`src/hdl/shared_segment_refcount_table_defines.svh`:
```
// assertion macros for the shared segment reference count table
`ifndef SHARED_SEGMENT_REFCOUNT_TABLE_DEFINES_SVH
`define SHARED_SEGMENT_REFCOUNT_TABLE_DEFINES_SVH

`ifndef SYNTHESIS
`define SSRT_ASSERT_IMP(lbl, clk, rst_n, ante, cons, msg) \
    lbl: assert property (@(posedge clk) disable iff (!rst_n) (ante) |-> (cons)) \
        else $error(msg);
`define SSRT_ASSERT_NEXT(lbl, clk, rst_n, ante, cons, msg) \
    lbl: assert property (@(posedge clk) disable iff (!rst_n) (ante) |=> (cons)) \
        else $error(msg);
`else
`define SSRT_ASSERT_IMP(lbl, clk, rst_n, ante, cons, msg)
`define SSRT_ASSERT_NEXT(lbl, clk, rst_n, ante, cons, msg)
`endif

`endif

```
`src/hdl/ssrt_pkg.sv`:
```
// shared types and constants of the shared segment reference count table
package ssrt_pkg;

    localparam int KEY_W      = 31;
    localparam int PID_W      = 6;
    localparam int STATUS_W   = 3;
    localparam int GSLOT_W    = 4;
    localparam int USERS_W    = 7;
    localparam int GUSED_W    = 5;
    localparam int PUSED_W    = 4;
    localparam int SCAN_IDX_W = 8;
    localparam int SCAN_CNT_W = 9;

    localparam logic [USERS_W-1:0] USERS_MAX = 7'd127;

    typedef enum logic [0:0] {
        CMD_ATTACH = 1'b0,
        CMD_DETACH = 1'b1
    } t_cmd;

    typedef enum logic [STATUS_W-1:0] {
        ST_OK         = 3'd0,
        ST_HELD       = 3'd1,
        ST_PROC_FULL  = 3'd2,
        ST_GLOB_FULL  = 3'd3,
        ST_NOT_HELD   = 3'd4,
        ST_NOT_GLOBAL = 3'd5
    } t_status;

    typedef struct packed {
        logic                  hit;
        logic [SCAN_IDX_W-1:0] hit_idx;
        logic                  has_empty;
        logic [SCAN_IDX_W-1:0] empty_idx;
        logic [SCAN_CNT_W-1:0] used;
    } t_scan;

endpackage

```
`src/hdl/ssrt_scan.sv`:
```
// scan accumulator: first key match, last empty entry and occupied count
module ssrt_scan
    import ssrt_pkg::*;
(
    input  logic                  i_clk,
    input  logic                  i_rst_n,
    input  logic                  i_clr,
    input  logic                  i_vld,
    input  logic [SCAN_IDX_W-1:0] i_idx,
    input  logic [KEY_W-1:0]      i_key,
    input  logic [KEY_W-1:0]      i_data,
    output logic                  o_first,
    output t_scan                 o_res
);

    t_scan r_res;
    t_scan n_res;
    logic  match;
    logic  empty;

    assign match   = (i_data == i_key) && (i_key != '0);
    assign empty   = (i_data == '0);
    assign o_first = i_vld && match && !r_res.hit;

    always_comb begin
        n_res = r_res;
        if (i_clr) begin
            n_res = '0;
        end else if (i_vld) begin
            if (match && !r_res.hit) begin
                n_res.hit     = 1'b1;
                n_res.hit_idx = i_idx;
            end
            if (empty) begin
                n_res.has_empty = 1'b1;
                n_res.empty_idx = i_idx;
            end else begin
                n_res.used = r_res.used + 1'b1;
            end
        end
    end

    always_ff @(posedge i_clk) begin
        if (!i_rst_n) begin
            r_res <= '0;
        end else begin
            r_res <= n_res;
        end
    end

    assign o_res = r_res;

endmodule

```
`config.mk`:
```
export PLATFORM = sky130hd
export DESIGN_NAME = ssrt_scan
export DESIGN_NICKNAME = d
export VERILOG_FILES = /design/src/hdl/shared_segment_refcount_table_defines.svh /design/src/hdl/ssrt_pkg.sv /design/src/hdl/ssrt_scan.sv
export SDC_FILE = /design/constraint.sdc
export NUM_CORES = 1
export LEC_CHECK = 0
export ABC_AREA = 1
export ABC_CLOCK_PERIOD_IN_PS = 1100
export BUFFER_PORTS_ARGS = -buffer_cell sky130_fd_sc_hd__clkbuf_2
export CAP_MARGIN = 20
export CORE_ASPECT_RATIO = 1.4
export CORE_UTILIZATION = 43
export CTS_CLUSTER_DIAMETER = 120
export DETAILED_ROUTE_END_ITERATION = 7
export PLACE_DENSITY = 0.77
export SLEW_MARGIN = 20
export SYNTH_ARGS = -nofsm -noshare
export SYNTH_HDL_FRONTEND = slang
export SYNTH_SLANG_ARGS = --single-unit
```
`constraint.sdc`:
```
create_clock -name i_clk -period 1.1 [get_ports i_clk]
set_input_delay 0.055 -clock i_clk [delete_from_list [all_inputs] [get_ports i_clk]]
set_output_delay 0.055 -clock i_clk [all_outputs]
set_load 0.03 [all_outputs]
```
==> impl_results.md <==
* Layout cell share with drive strength beyond 1 at between 30% and 40%
* Max IR drop VDD at ~0.83 mV
* Vias in the first global route at roughly 2800
* Status: complete, but fails checks
* Final setup viols at 15
* Wirelength per Cell at 11.08 um
* Initial Util at 45.60%
* Placed Area at 3134 um^2
* H-tree levels at 1
* CP Cell Sequence: nor2_4 > nand2_2 > nor2_2 > nand2_1 > nor2_1 > nand2_1 > nor2_4 > buf_8
* Unrepaired setup endpoints after global routing: true
* Num CTS Buffers at 3
* Measured slew at the worst slew-check pin at about 0.29 ns
* CTS Hold Bufs at 0
* Crit. End Element: primary output
* Synth unique cells at 24
* Io pins at 102
* Final period utilization at 128.2%
* Mapped Cells at 427
* Clk_lat worst skew at 0.27 ns
* Worst Setup Slack post-DPL at -0.3264 ns
* Rel. slew slack at 80.62%
* Share of the synthesized area in the top cell type at around a quarter
* Max-cap violations at 0
* Largest net degree at the start of global routing at 19
* Reg clk slew, reported paths at 0.08 ns
* Post-Route WL at 7036 um
* Die width at between 60 and 70 um
* Startpoint type of the worst setup path: flip-flop
* Crit path kind: reg -> out
* Final Core Density at 69.21%
* Largest register FFs at 27
* Most frequent cells in the layout: 136 x nand2_1, 97 x clkbuf_2, 91 x nor2_1
* Register bit total from synthesis at 27
* Grt ovf at 0
* Placed cells at about 620
* Met2 wire length at 3583 um
* Diode count at 0
* PwrDens at 633.0 nW/um^2
* Min Tclk post-route at around 1.4 ns
* Min-Delay Path Class: in -> reg
* Port bufs at 101
* Mapped Area at around 2200 um^2
* Sequential area share after synthesis at around a quarter
* Worst path bufs/invs at 1
* Peak Freq at between 0.7 and 0.8 GHz
* Vias/cell at ~4.7
* Core Area at about 4900 um^2
* Syn nets at between 500 and 600
* CTS sink cnt at 27
* Die Y at about 87 um
* Final clock skew at approximately 0.0018 ns
* Final ANT Viol Nets at 0
* Initial antenna violation count at 0
* Critical path's slowest cell: dfxtp_4
* GRT Overall Usage at approximately 25%
* Largest delay contributor family on the critical path: simple AND/OR/NAND/NOR gates
* Leading cell type in the layout, fill and taps excluded: nand2_1
* Via count at about 3000
* PnR worst setup slack at -0.3099 ns
* CP Max Fanout at 2
* First-pass GRT wire length at about 11000 um
* Post-route insts no fill at around 640
* Met1 WL at approximately 2800 um
* CTS tree: done
* Fin. Hold Viols at 0
* Pleak at a little under 2 nW
* Max Used Layer: met4
* WP data arrival at around 1.4 ns
* Critical Path Max Stage Delay at 0.36 ns
* Largest area contributor in the netlist: dfxtp_1
* Die ar. at 5511 um^2
* Post-route design area at 3403 um^2
* Failing checks: setup timing
* Synth warnings at 0
* Worst EP required at 1.04 ns
* Fin nets at approximately 650
* Drt pass-1 iters at 5
* Routability-driven placement congestion ratio at just over 0.9
* Dominant cells by area after synthesis: dfxtp_1 24%, nand2_1 23%, nor2_1 17%, inv_1 12%, nand3_1 5.8%
* P&R area growth vs syn at 51.79%
* Clock root cell: clkbuf_8
* # DRC at 0
* Routed wl met3 at a little over 400 um
* Initial DRC count at between 150 and 200
* Syn Area/Cell at 5.251 um^2
* Power after layout at 2.154 mW
* DP HPWL at roughly 5600 um
* CTS Buffer Depth at 2
* Cell row count at 30
* Final Max Slew Viols at 0
==> worst min-delay path: stages <==
cell	delay [ns]
clkbuf_2	0.09
o21ai_0	0.07
nor2_1	0.07
==> kinds of logic after synthesis <==
family	synth area share [%]
AO/OA/AOI/OAI	4.464
XOR/XNOR	3.125
adder cells (fa/ha/maj)	0.5579
buffers and inverters	13.84
flip-flops	24.11
AND/OR/NAND/NOR	53.91
==> per-stage QoR <==
stage	hold WS, ns	TNS, ns
after floorplan	0.2195	-1.615
after global placement	0.3266	-5.818
after detailed placement	0.3345	-6.440
after CTS	0.05271	-3.204
after global routing	0.06767	-4.666
final	0.05025	-3.133
==> final timing paths <==
check                  from   endpoint  slack (ns)  depth (start not counted)
hold / removal     i_idx[3]  o_res[12]        0.05                          3
hold reg to reg   o_res[23]  o_res[23]        0.47                          2
setup / recovery  o_res[26]    o_first       -0.31                          8
setup reg to reg  o_res[26]  o_res[20]       -0.29                         11
==> routing by layer <==
layer,vias to the layer above,track usage (%)
met3,23,3.010
met1,1295,28.06
li1,1575,-
met2,101,47.41
met5,-,0
met4,0,13.11
==> cell type report <==
type	count	area, um^2
clock buffers	4	45.04
well taps	64	80.08
fillers	456	1514
multi-input cells	320	1526
inverters	78	297.8
repair buffers	142	889.6
flip-flops and latches	27	564.3
==> synth_stat cells (all sizes together) <==
library cell / n
inv: 77
a21oi: 7
xor2: 6
o21ai: 13
clkinv: 1
nand2: 143
dfxtp: 27
clkbuf: 1
xnor2: 2
and2: 1
nand3: 26
ha: 1
nand4: 12
buf: 1
nor3: 4
nor2: 105
==> repair_timing <==
action	in CTS	in global routing
setup endpoints to repair	25	29
buffers inserted	4	3
resized for setup	14	30
pin swaps	14	24
==> power by group <==
group | internal, mW | total, mW | leakage (nW) | switching, mW
sequential | 0.970 | 0.975 | 0.224 | 0.00581
clock | 0.259 | 0.550 | 0.0228 | 0.291
combinational | 0.273 | 0.628 | 1.74 | 0.355
total | 1.50 | 2.15 | 1.98 | 0.652
No activity file was read; power rests on OpenSTA's default activity.
