## config.mk

```make
export PLATFORM = sky130hd
export DESIGN_NAME = ssrt_ram
export DESIGN_NICKNAME = d
export VERILOG_FILES = /design/src/hdl/shared_segment_refcount_table_defines.svh /design/src/hdl/ssrt_ram.sv
export SDC_FILE = /design/constraint.sdc
export NUM_CORES = 1
export LEC_CHECK = 0
export ABC_AREA = 0
export BUFFER_PORTS_ARGS = -buffer_cell sky130_fd_sc_hd__buf_2
export CAP_MARGIN = 10
export CORE_AREA = 3 3 102 104
export DETAILED_ROUTE_END_ITERATION = 16
export DIE_AREA = 0 0 105 107
export PLACE_DENSITY_LB_ADDON = 0.05
export SYNTH_ARGS = -nofsm -noshare
export SYNTH_HDL_FRONTEND = slang
export SYNTH_SLANG_ARGS = --single-unit
```

## constraint.sdc

```tcl
create_clock -name i_clk -period 2.18 [get_ports i_clk]
set_clock_uncertainty 0.2 [all_clocks]
set_input_delay 0.654 -clock i_clk [delete_from_list [all_inputs] [get_ports i_clk]]
set_output_delay 0.654 -clock i_clk [all_outputs]
set_load 0.02 [all_outputs]
```

## src/hdl/shared_segment_refcount_table_defines.svh

```systemverilog
// assertion macros for the shared segment reference count table
`ifndef SHARED_SEGMENT_REFCOUNT_TABLE_DEFINES_SVH
`define SHARED_SEGMENT_REFCOUNT_TABLE_DEFINES_SVH

`ifndef SYNTHESIS
`define SSRT_ASSERT_IMP(lbl, clk, rst_n, ante, cons, msg) \
    lbl: assert property (@(posedge clk) disable iff (!rst_n) (ante) |-> (cons)) \
        else $error(msg);
`define SSRT_ASSERT_NEXT(lbl, clk, rst_n, ante, cons, msg) \
    lbl: assert property (@(posedge clk) disable iff (!rst_n) (ante) |=> (cons)) \
        else $error(msg);
`else
`define SSRT_ASSERT_IMP(lbl, clk, rst_n, ante, cons, msg)
`define SSRT_ASSERT_NEXT(lbl, clk, rst_n, ante, cons, msg)
`endif

`endif

```

## src/hdl/ssrt_ram.sv

```systemverilog
// generic single write port memory with registered read
module ssrt_ram #(
    parameter int WIDTH = 8,
    parameter int DEPTH = 16
) (
    input  logic                                   i_clk,
    input  logic                                   i_we,
    input  logic [((DEPTH > 1) ? $clog2(DEPTH) : 1)-1:0] i_waddr,
    input  logic [WIDTH-1:0]                       i_wdata,
    input  logic [((DEPTH > 1) ? $clog2(DEPTH) : 1)-1:0] i_raddr,
    output logic [WIDTH-1:0]                       o_rdata
);

    logic [WIDTH-1:0] r_mem [DEPTH];
    logic [WIDTH-1:0] r_rdata;

    always_ff @(posedge i_clk) begin
        if (i_we) begin
            r_mem[i_waddr] <= i_wdata;
        end
        r_rdata <= r_mem[i_raddr];
    end

    assign o_rdata = r_rdata;

endmodule

```

==> flow_metrics.py, run 1 <==
metrics = {
    "synth": {
        "yosysWarnings": 0,
        "synth_seq_cells": 136,
        "ys_seq_area_frac": 0.7778,
        "synth_top_area_frac": 0.7467,
        "synth.distinct_cells": 19,
        "syn-num-nets": 247,
        "synth_cells": 229,
        "synth.avg_cell_area_um2": 22.48,
        "yosysTopAreaCell": "edfxtp_1",
        "synth_area_mm2": 0.005147,
        "synth_area_leaders": "edfxtp_1, mux4_2, mux4_1",
    },
    "route": {
        "drc": 0,
        "routed_wl_um": 9677,
        "via_per_inst": 5.587,
        "postRouteAntennaNets": 0,
        "wl_per_cell_um": 22.35,
        "firstDrtPassIters": 4,
        "route.vias.total": 2419,
        "drtIter0Drc": 135,
    },
    "layout": {
        "final_layout_size_suffix_gt1_frac": 0.3300,
        "nNetsFinal": 305,
        "insertedDiodeCount": 0,
        "fillers": 699,
        "final_cell_count_no_fill": 433,
        "mostFrequentLayoutCell": "edfxtp_1",
        "area_growth_pct": 19.62,
        "final_cell_mix": "edfxtp_1, buf_2, buf_4, mux4_2",
        "fin_area_mm2": 0.006157,
    },
    "setup_path": {
        "critPathMaxFanout": 1,
        "cpPeakStageDelay_ns": 0.36,
        "critPathCaptureType": "output pin",
        "required_ns": 1.33,
        "critPathKind": "reg -> out",
        "critical-path-slowest-cell": "dfxtp_1",
        "cp_top_family": "flip-flops",
        "worstSetupStartpointType": "register",
        "arrival_ns": 1.07,
        "crit_buf_inv": 1,
        "crit_chain": "buf_2",
    },
    "floorplanning": {
        "dieArea_mm2": 0.01124,
        "pin_count": 26,
        "die_y_um": 107,
        "coreArea_mm2": 0.009639,
        "die_width_um": 105,
        "rows": 36,
        "start_util": 0.5340,
    },
    "placement": {
        "pre_cts_ws_ns": -0.1067,
        "routabilityCongestion": 0.7245,
        "dp_hpwl_um": 6278,
        "dpl_cell_area_mm2": 0.005588,
        "numPortBuffers": 25,
        "dp_cells": 401,
    },
    "clocking": {
        "htreeDepth": 4,
        "root_buffer": "clkbuf_8",
        "cts_setup_buffers": 0,
        "clock_sinks": 136,
        "clk_pin_slew_worst_paths_ns": 0.06,
        "clk_path_buf_depth": 2,
        "cts_hold_buf": 0,
        "clk_latency_ns": 0.52,
        "cts_resized": 0,
        "cts_tree": "built",
        "cts_buffers": 17,
    },
    "sta": {
        "rsz0062_at_grt": "false",
        "maxSlewHeadroom": 0.4285,
        "fin_ws_ns": 0.2561,
        "setup_viol": 0,
        "hold-worst-slack_ns": 0.3109,
        "timing.final.crit_share": 0.8825,
        "drv_slew": 0,
        "tightest_slew_ns": 0.8555,
        "finalHoldViolations": 0,
        "fmax_mhz": 519.8,
        "min_period_ns": 1.924,
    },
    "power": {
        "powerDensity_mw_per_mm2": 962.2,
        "power.total_uw": 5924,
        "p_leak_uw": 0.002104,
        "ir_worst_vdd_v": 0.0008083,
    },
    "status": {
        "status": "completed",
    },
    "global_route": {
        "grt_pass1_wl_um": 14990,
        "grt_antenna_before_repair": 0,
        "grt_pass1_vias": 2538,
        "grt_use_total": 0.1930,
        "globalRoute.totalOverflow": 0,
        "grt_max_degree": 23,
    },
    "run": {
        "drv_cap": 0,
    },
    "min_path": {
        "hp-class": "in -> reg",
    },
}
## flip-flops by register name (all words and copies together) (netlist names)
register and cells:
r_mem 128, o_rdata 8
## per-stage QoR
stage               utilization  TNS [ns]
floorplan                     -         0
detailed placement       0.5797   -0.5703
global route             0.6388         0
global placement         0.5797   -0.6560
CTS                      0.6388         0
finish                   0.6388         0
## worst reg2reg max path: cells and delay by family (launching register included)
family,cells,cell delay (ns)
AO/OA/AOI/OAI,1,0.28
multiplexers,1,0.52
AND/OR/NAND/NOR,1,0.08
flip-flops,1,0.36
## final timing paths
path,start,end,slack [ns],depth (start not counted)
max,o_rdata[1],o_rdata[1],0.26,1
min,i_wdata[3],r_mem[11][3],0.31,1
max reg2reg,r_mem[1][1],o_rdata[1],0.62,3
min reg2reg,r_mem[15][3],o_rdata[3],0.46,3
## cell type report
class / count / area (µm²) / share of cell area
Clock inverter: 14 / 151.4 / 0.02459
Multi-Input combinational cell: 83 / 1062 / 0.1725
Timing Repair Buffer: 49 / 355.3 / 0.05771
Clock buffer: 18 / 417.9 / 0.06787
Sequential cell: 136 / 4004 / 0.6503
Tap cell: 133 / 166.4 / 0.02703
## logic make-up (layout without fill, tap and decap cells)
group	Yosys count	after routing	share of synthesized area
buffers and inverters	10	81	0.01677
muxes	32	32	0.1502
DFF	136	136	0.7778
AOI/OAI and AO/OA	16	16	0.02334
and+or+nand+nor	35	35	0.03184
## layer usage
| layer | up-vias | wire length (µm) | GRT usage |
|---|---|---|---|
| li1 | 1092 | - | - |
| met5 | - | 0 | 0 |
| met2 | 69 | 4738 | 0.2878 |
| met4 | 0 | 120 | 0.07404 |
| met1 | 1246 | 4263 | 0.2769 |
| met3 | 12 | 554 | 0.05117 |
## where the power goes
group          switching [µW]  leakage, µW  internal, µW  total, µW
Sequential               18.4      0.00122          2920       2940
Clock                    1050     0.000265          1630       2690
Combinational             169     0.000615           128        297
## cells in the mapped netlist (all sizes together)
| master | instances |
|---|---|
| nand3 | 1 |
| mux4 | 32 |
| clkdlybuf4s25 | 3 |
| buf | 7 |
| nand3b | 2 |
| nor3 | 4 |
| nand2b | 2 |
| nand2 | 9 |
| a22oi | 16 |
| and2 | 1 |
| nor2 | 13 |
| edfxtp | 128 |
| nor2b | 1 |
| or3b | 1 |
| and2b | 1 |
| dfxtp | 8 |
Power figures use the tool's default switching activity.
==> inputs of run 2 (changes only) <==
- CORE_AREA: 3 3 102 104 -> 3 3 111 113
- DIE_AREA: 0 0 105 107 -> 0 0 114 116
==> flow_metrics.py, run 2 (synthesized netlist as in run 1, its figures left out) <==
metrics = {
    "min_path": {
        "hp-class": "in -> reg",
        "holdCritStartpoint": "i_wdata[4]",
    },
    "global_route": {
        "grt_use_total": 0.1740,
        "grtUsageMet3": 0.05222,
        "use_met2": 0.2568,
        "grt_antenna_before_repair": 0,
        "grt_pass1_vias": 2606,
        "grt_pass1_wl_um": 15610,
        "top_usage_layer": "met2",
        "grt_use_met1": 0.2377,
        "grt_max_degree": 24,
        "globalRoute.totalOverflow": 0,
    },
    "clocking": {
        "cts_resized": 0,
        "root_buffer": "clkbuf_16",
        "cts_tree": "built",
        "cts_setup_buffers": 0,
        "clk_latency_ns": 0.42,
        "htreeDepth": 4,
        "clk_path_buf_depth": 2,
        "cts_hold_buf": 0,
        "cts_buffers": 17,
        "clock_sinks": 136,
        "clk_pin_slew_worst_paths_ns": 0.05,
    },
    "sta": {
        "fin_ws_ns": 0.2416,
        "min_period_ns": 1.938,
        "timing.final.crit_share": 0.8892,
        "finalHoldViolations": 0,
        "maxSlewHeadroom": 0.4873,
        "fmax_mhz": 515.9,
        "setup_tns_ns": 0,
        "rsz0062_at_grt": "false",
        "setup_viol": 0,
        "drv_slew": 0,
        "tightest_slew_ns": 0.7675,
    },
    "floorplanning": {
        "start_util": 0.4508,
        "rows": 39,
        "die_width_um": 114,
        "coreArea_mm2": 0.01142,
        "dieArea_mm2": 0.01322,
        "pin_count": 26,
        "die_y_um": 116,
    },
    "route": {
        "routed_wl_um": 10230,
        "route.vias.total": 2495,
        "postRouteAntennaNets": 0,
        "wl_per_cell_um": 22.69,
        "drc": 0,
        "drtIter0Drc": 128,
        "via_per_inst": 5.532,
        "firstDrtPassIters": 5,
    },
    "power": {
        "powerDensity_mw_per_mm2": 927.3,
        "p_leak_uw": 0.002122,
        "ir_worst_vdd_v": 0.0005976,
        "power.total_uw": 5696,
    },
    "layout": {
        "fillers": 919,
        "mostFrequentLayoutCell": "edfxtp_1",
        "nNetsFinal": 313,
        "insertedDiodeCount": 0,
        "area_growth_pct": 19.32,
        "fin_area_mm2": 0.006142,
        "largest_register": "r_mem",
        "final_layout_size_suffix_gt1_frac": 0.3247,
        "final_cell_mix": "edfxtp_1, buf_4, buf_2, mux4_2, clkbuf_16",
        "largest_reg_flops": 128,
    },
    "placement": {
        "dp_hpwl_um": 6689,
        "numPortBuffers": 25,
        "pre_cts_ws_ns": -0.1991,
        "routabilityCongestion": 0.7524,
        "dpl_cell_area_mm2": 0.005635,
    },
    "setup_path": {
        "required_ns": 2.28,
        "critPathCaptureType": "register",
        "ff2ff_setup_slack_ns": 0.59,
        "crit_buf_inv": 3,
        "critPathKind": "in -> reg",
        "r2r_start": "r_mem[11][0]",
        "critical_path.startpoint": "i_raddr[0]",
        "crit_chain": "buf_2 -> buf_12 -> buf_4 -> mux4_1 -> a22oi_1 -> nand2_1",
        "cp_top_family": "multiplexers",
        "worstSetupStartpointType": "input port",
        "arrival_ns": 2.04,
        "critical-path-slowest-cell": "mux4_1",
        "cpPeakStageDelay_ns": 0.54,
        "critPathMaxFanout": 19,
    },
    "status": {
        "status": "completed",
    },
    "run": {
        "drv_cap": 0,
    },
}
[run 2: changes by cell type in the layout (fill, tap and decap cells not counted), moves of 3 or more]
cell / change
clkinvlp_4: -4
clkinv_2: +3
clkinv_4: -4
buf_4: +10
clkbuf_1: +8
[run 2: worst register-to-register path: stages, from the launching register on]
cell and delay [ns]:
edfxtp_1 0.35, mux4_2 0.47, a22oi_1 0.32, nand2_1 0.12
[run 2: metal layers]
metal / up-vias / part of all wire
met5: - / 0
met4: 0 / 0.022
met3: 21 / 0.058
met2: 81 / 0.48
met1: 1286 / 0.44
li1: 1107 / -
[run 2: report_power, final]
group,switching (µW),leakage [µW],total (µW),internal (µW)
Clock,949,0.000250,2450,1500
Combinational,174,0.000648,302,128
Sequential,16.6,0.00122,2940,2930
Total,1140,0.00212,5700,4560
[run 2: final cells by class]
class                      instances  area, µm²  area share
sequential                       136       4004      0.6519
multi-input combinational         83       1062      0.1729
timing repair buffer              57      390.4     0.06356
tap                              143      178.9     0.02913
clock buffer                      28      486.7     0.07924
clock inverter                     4      20.02    0.003259
[run 2: path summary, 6_finish.rpt]
kind | endpoint | cells past startpoint
setup reg to reg | o_rdata[0] | 3
setup / recovery | o_rdata[3] | 6
hold / removal | r_mem[2][4] | 1
hold reg to reg | o_rdata[1] | 3
[run 2: stage by stage]
step	utilization	hold WS (ns)	instances
CTS	0.5379	0.4055	451
global placement	0.4935	0.4552	419
global route	0.5379	0.4200	451
floorplan	-	0.4293	229
finish	0.5379	0.4245	451
detailed placement	0.4935	0.4581	419
==> inputs of run 3 (changes only) <==
- CORE_AREA: 3 3 111 113 -> 3 3 143 89
- DIE_AREA: 0 0 114 116 -> 0 0 146 92
- GPL_ROUTABILITY_DRIVEN: default -> 0
==> flow_metrics.py, run 3 (synthesized netlist as in run 1, its figures left out) <==
metrics = {
    "placement": {
        "dpl_cell_area_mm2": 0.005644,
        "numPortBuffers": 25,
        "dp_hpwl_um": 6585,
        "dp_cells": 431,
    },
    "setup_path": {
        "worstSetupStartpointType": "input port",
        "critPathKind": "in -> reg",
        "ff2ff_setup_slack_ns": 0.64,
        "critPathCaptureType": "register",
        "r2r_start": "r_mem[8][4]",
        "required_ns": 2.26,
        "rr_worst_depth": 3,
        "arrival_ns": 1.91,
        "r2r-end": "o_rdata[4]",
        "critical_path.startpoint": "i_raddr[0]",
        "critPathMaxFanout": 8,
    },
    "min_path": {
        "worstHoldEndpoint": "r_mem[7][1]",
        "hp-class": "in -> reg",
        "holdCritStartpoint": "i_wdata[1]",
        "min_path_cells": 1,
    },
    "clocking": {
        "clk_path_buf_depth": 2,
        "cts_resized": 0,
        "cts_buffers": 17,
        "root_buffer": "clkbuf_16",
        "cts_tree": "built",
        "htreeDepth": 4,
        "clk_pin_slew_worst_paths_ns": 0.06,
        "clock_sinks": 136,
        "cts_hold_buf": 0,
        "cts_setup_buffers": 0,
        "clk_latency_ns": 0.40,
    },
    "power": {
        "power.total_uw": 6100,
        "p_int_uw": 4859,
        "power_frac_comb": 0.049,
        "p_clk_frac": 0.469,
        "swShare": 0.2034,
        "p_sw_uw": 1241,
        "power_frac_seq": 0.482,
        "ir_worst_vdd_v": 0.0005847,
        "p_leak_uw": 0.002141,
        "powerDensity_mw_per_mm2": 976.2,
    },
    "floorplanning": {
        "die_y_um": 92,
        "rows": 30,
        "start_util": 0.4526,
        "pin_count": 26,
        "die_width_um": 146,
        "dieArea_mm2": 0.01343,
        "coreArea_mm2": 0.01137,
    },
    "layout": {
        "final_cell_count_no_fill": 463,
        "fin_area_mm2": 0.006248,
        "largest_register": "r_mem",
        "final_layout_size_suffix_gt1_frac": 0.3366,
        "area_growth_pct": 21.39,
        "mostFrequentLayoutCell": "edfxtp_1",
        "nNetsFinal": 308,
        "final_cell_mix": "edfxtp_1, buf_2, buf_4, mux4_2, clkbuf_16",
        "insertedDiodeCount": 0,
        "largest_reg_flops": 128,
    },
    "global_route": {
        "grt_max_degree": 23,
        "grt_antenna_before_repair": 1,
        "grt_use_total": 0.1591,
        "use_met2": 0.2227,
        "globalRoute.totalOverflow": 0,
        "grt_pass1_vias": 2526,
        "grtUsageMet3": 0.03951,
        "top_usage_layer": "met1",
        "grt_use_met1": 0.2441,
        "grt_pass1_wl_um": 15370,
    },
    "sta": {
        "fmax_mhz": 546.5,
        "drv_slew": 0,
        "tightest_slew_ns": 0.8588,
        "min_period_ns": 1.830,
        "rsz0062_at_grt": "false",
        "hold-worst-slack_ns": 0.4370,
        "setup_tns_ns": 0,
        "setup_viol": 0,
        "timing.final.crit_share": 0.8394,
        "finalHoldViolations": 0,
        "maxSlewHeadroom": 0.4254,
    },
    "route": {
        "drc": 0,
        "wl_per_cell_um": 21.60,
        "routed_wl_um": 9999,
        "via_per_inst": 5.255,
        "drtIter0Drc": 131,
        "route.vias.total": 2433,
        "firstDrtPassIters": 4,
        "postRouteAntennaNets": 0,
    },
    "run": {
        "drv_cap": 0,
    },
    "status": {
        "status": "completed",
    },
}
run 3: changes by cell type in the layout (fill, tap and decap cells not counted), sizes merged:
| cell | change |
|---|---|
| clkbuf | -10 |
| buf | -5 |
| bufinv | +3 |
| clkinv | +3 |
| clkinvlp | +2 |
| inv | +2 |
run 3: metal layers:
metal  vias up  wire (µm)
li1       1098          -
met1      1258       4886
met2        63       4438
met3        12        579
met4         2         84
met5         -         11
run 3: final cells by class:
type / instances / area [µm²]
clock inverters: 14 / 175.2
clock buffers: 18 / 429.2
fillers: 873 / 5125
repair buffers: 52 / 377.9
flip-flops and latches: 136 / 4004
multi-input cells: 83 / 1062
well taps: 160 / 200.2
run 3: critical path: stages:
cell and delay [ns]:
buf_2 0.15, buf_4 0.22, mux4_1 0.56, a22oi_1 0.25
nand2_1 0.07
run 3: power by group through the flow:
| stage | logic, µW | registers (µW) | clock network [µW] |
|---|---|---|---|
| floorplan | 149 | 3010 | 0 |
| global placement | 303 | 3000 | 0 |
| detailed placement | 306 | 2990 | 0 |
| CTS | 306 | 2940 | 2910 |
| global route | 326 | 2940 | 3030 |
| finish | 299 | 2940 | 2860 |
run 3: how the worst max path moves through the flow:
stage,slack [ns],to,depth (start not counted)
after floorplan,0.06,r_mem[3][0],2
after global placement,-0.09,o_rdata[1],5
after detailed placement,-0.1,o_rdata[1],5
after CTS,0.32,o_rdata[1],5
after global routing,0.25,o_rdata[1],5
final,0.35,o_rdata[1],5
run 3: per-stage QoR:
step / setup WS (ns) / util
after global placement: -0.08952 / 0.4963
after detailed placement: -0.09558 / 0.4963
after floorplan: 0.05985 / -
after CTS: 0.3246 / 0.5494
after global routing: 0.2542 / 0.5494
final: 0.3500 / 0.5494
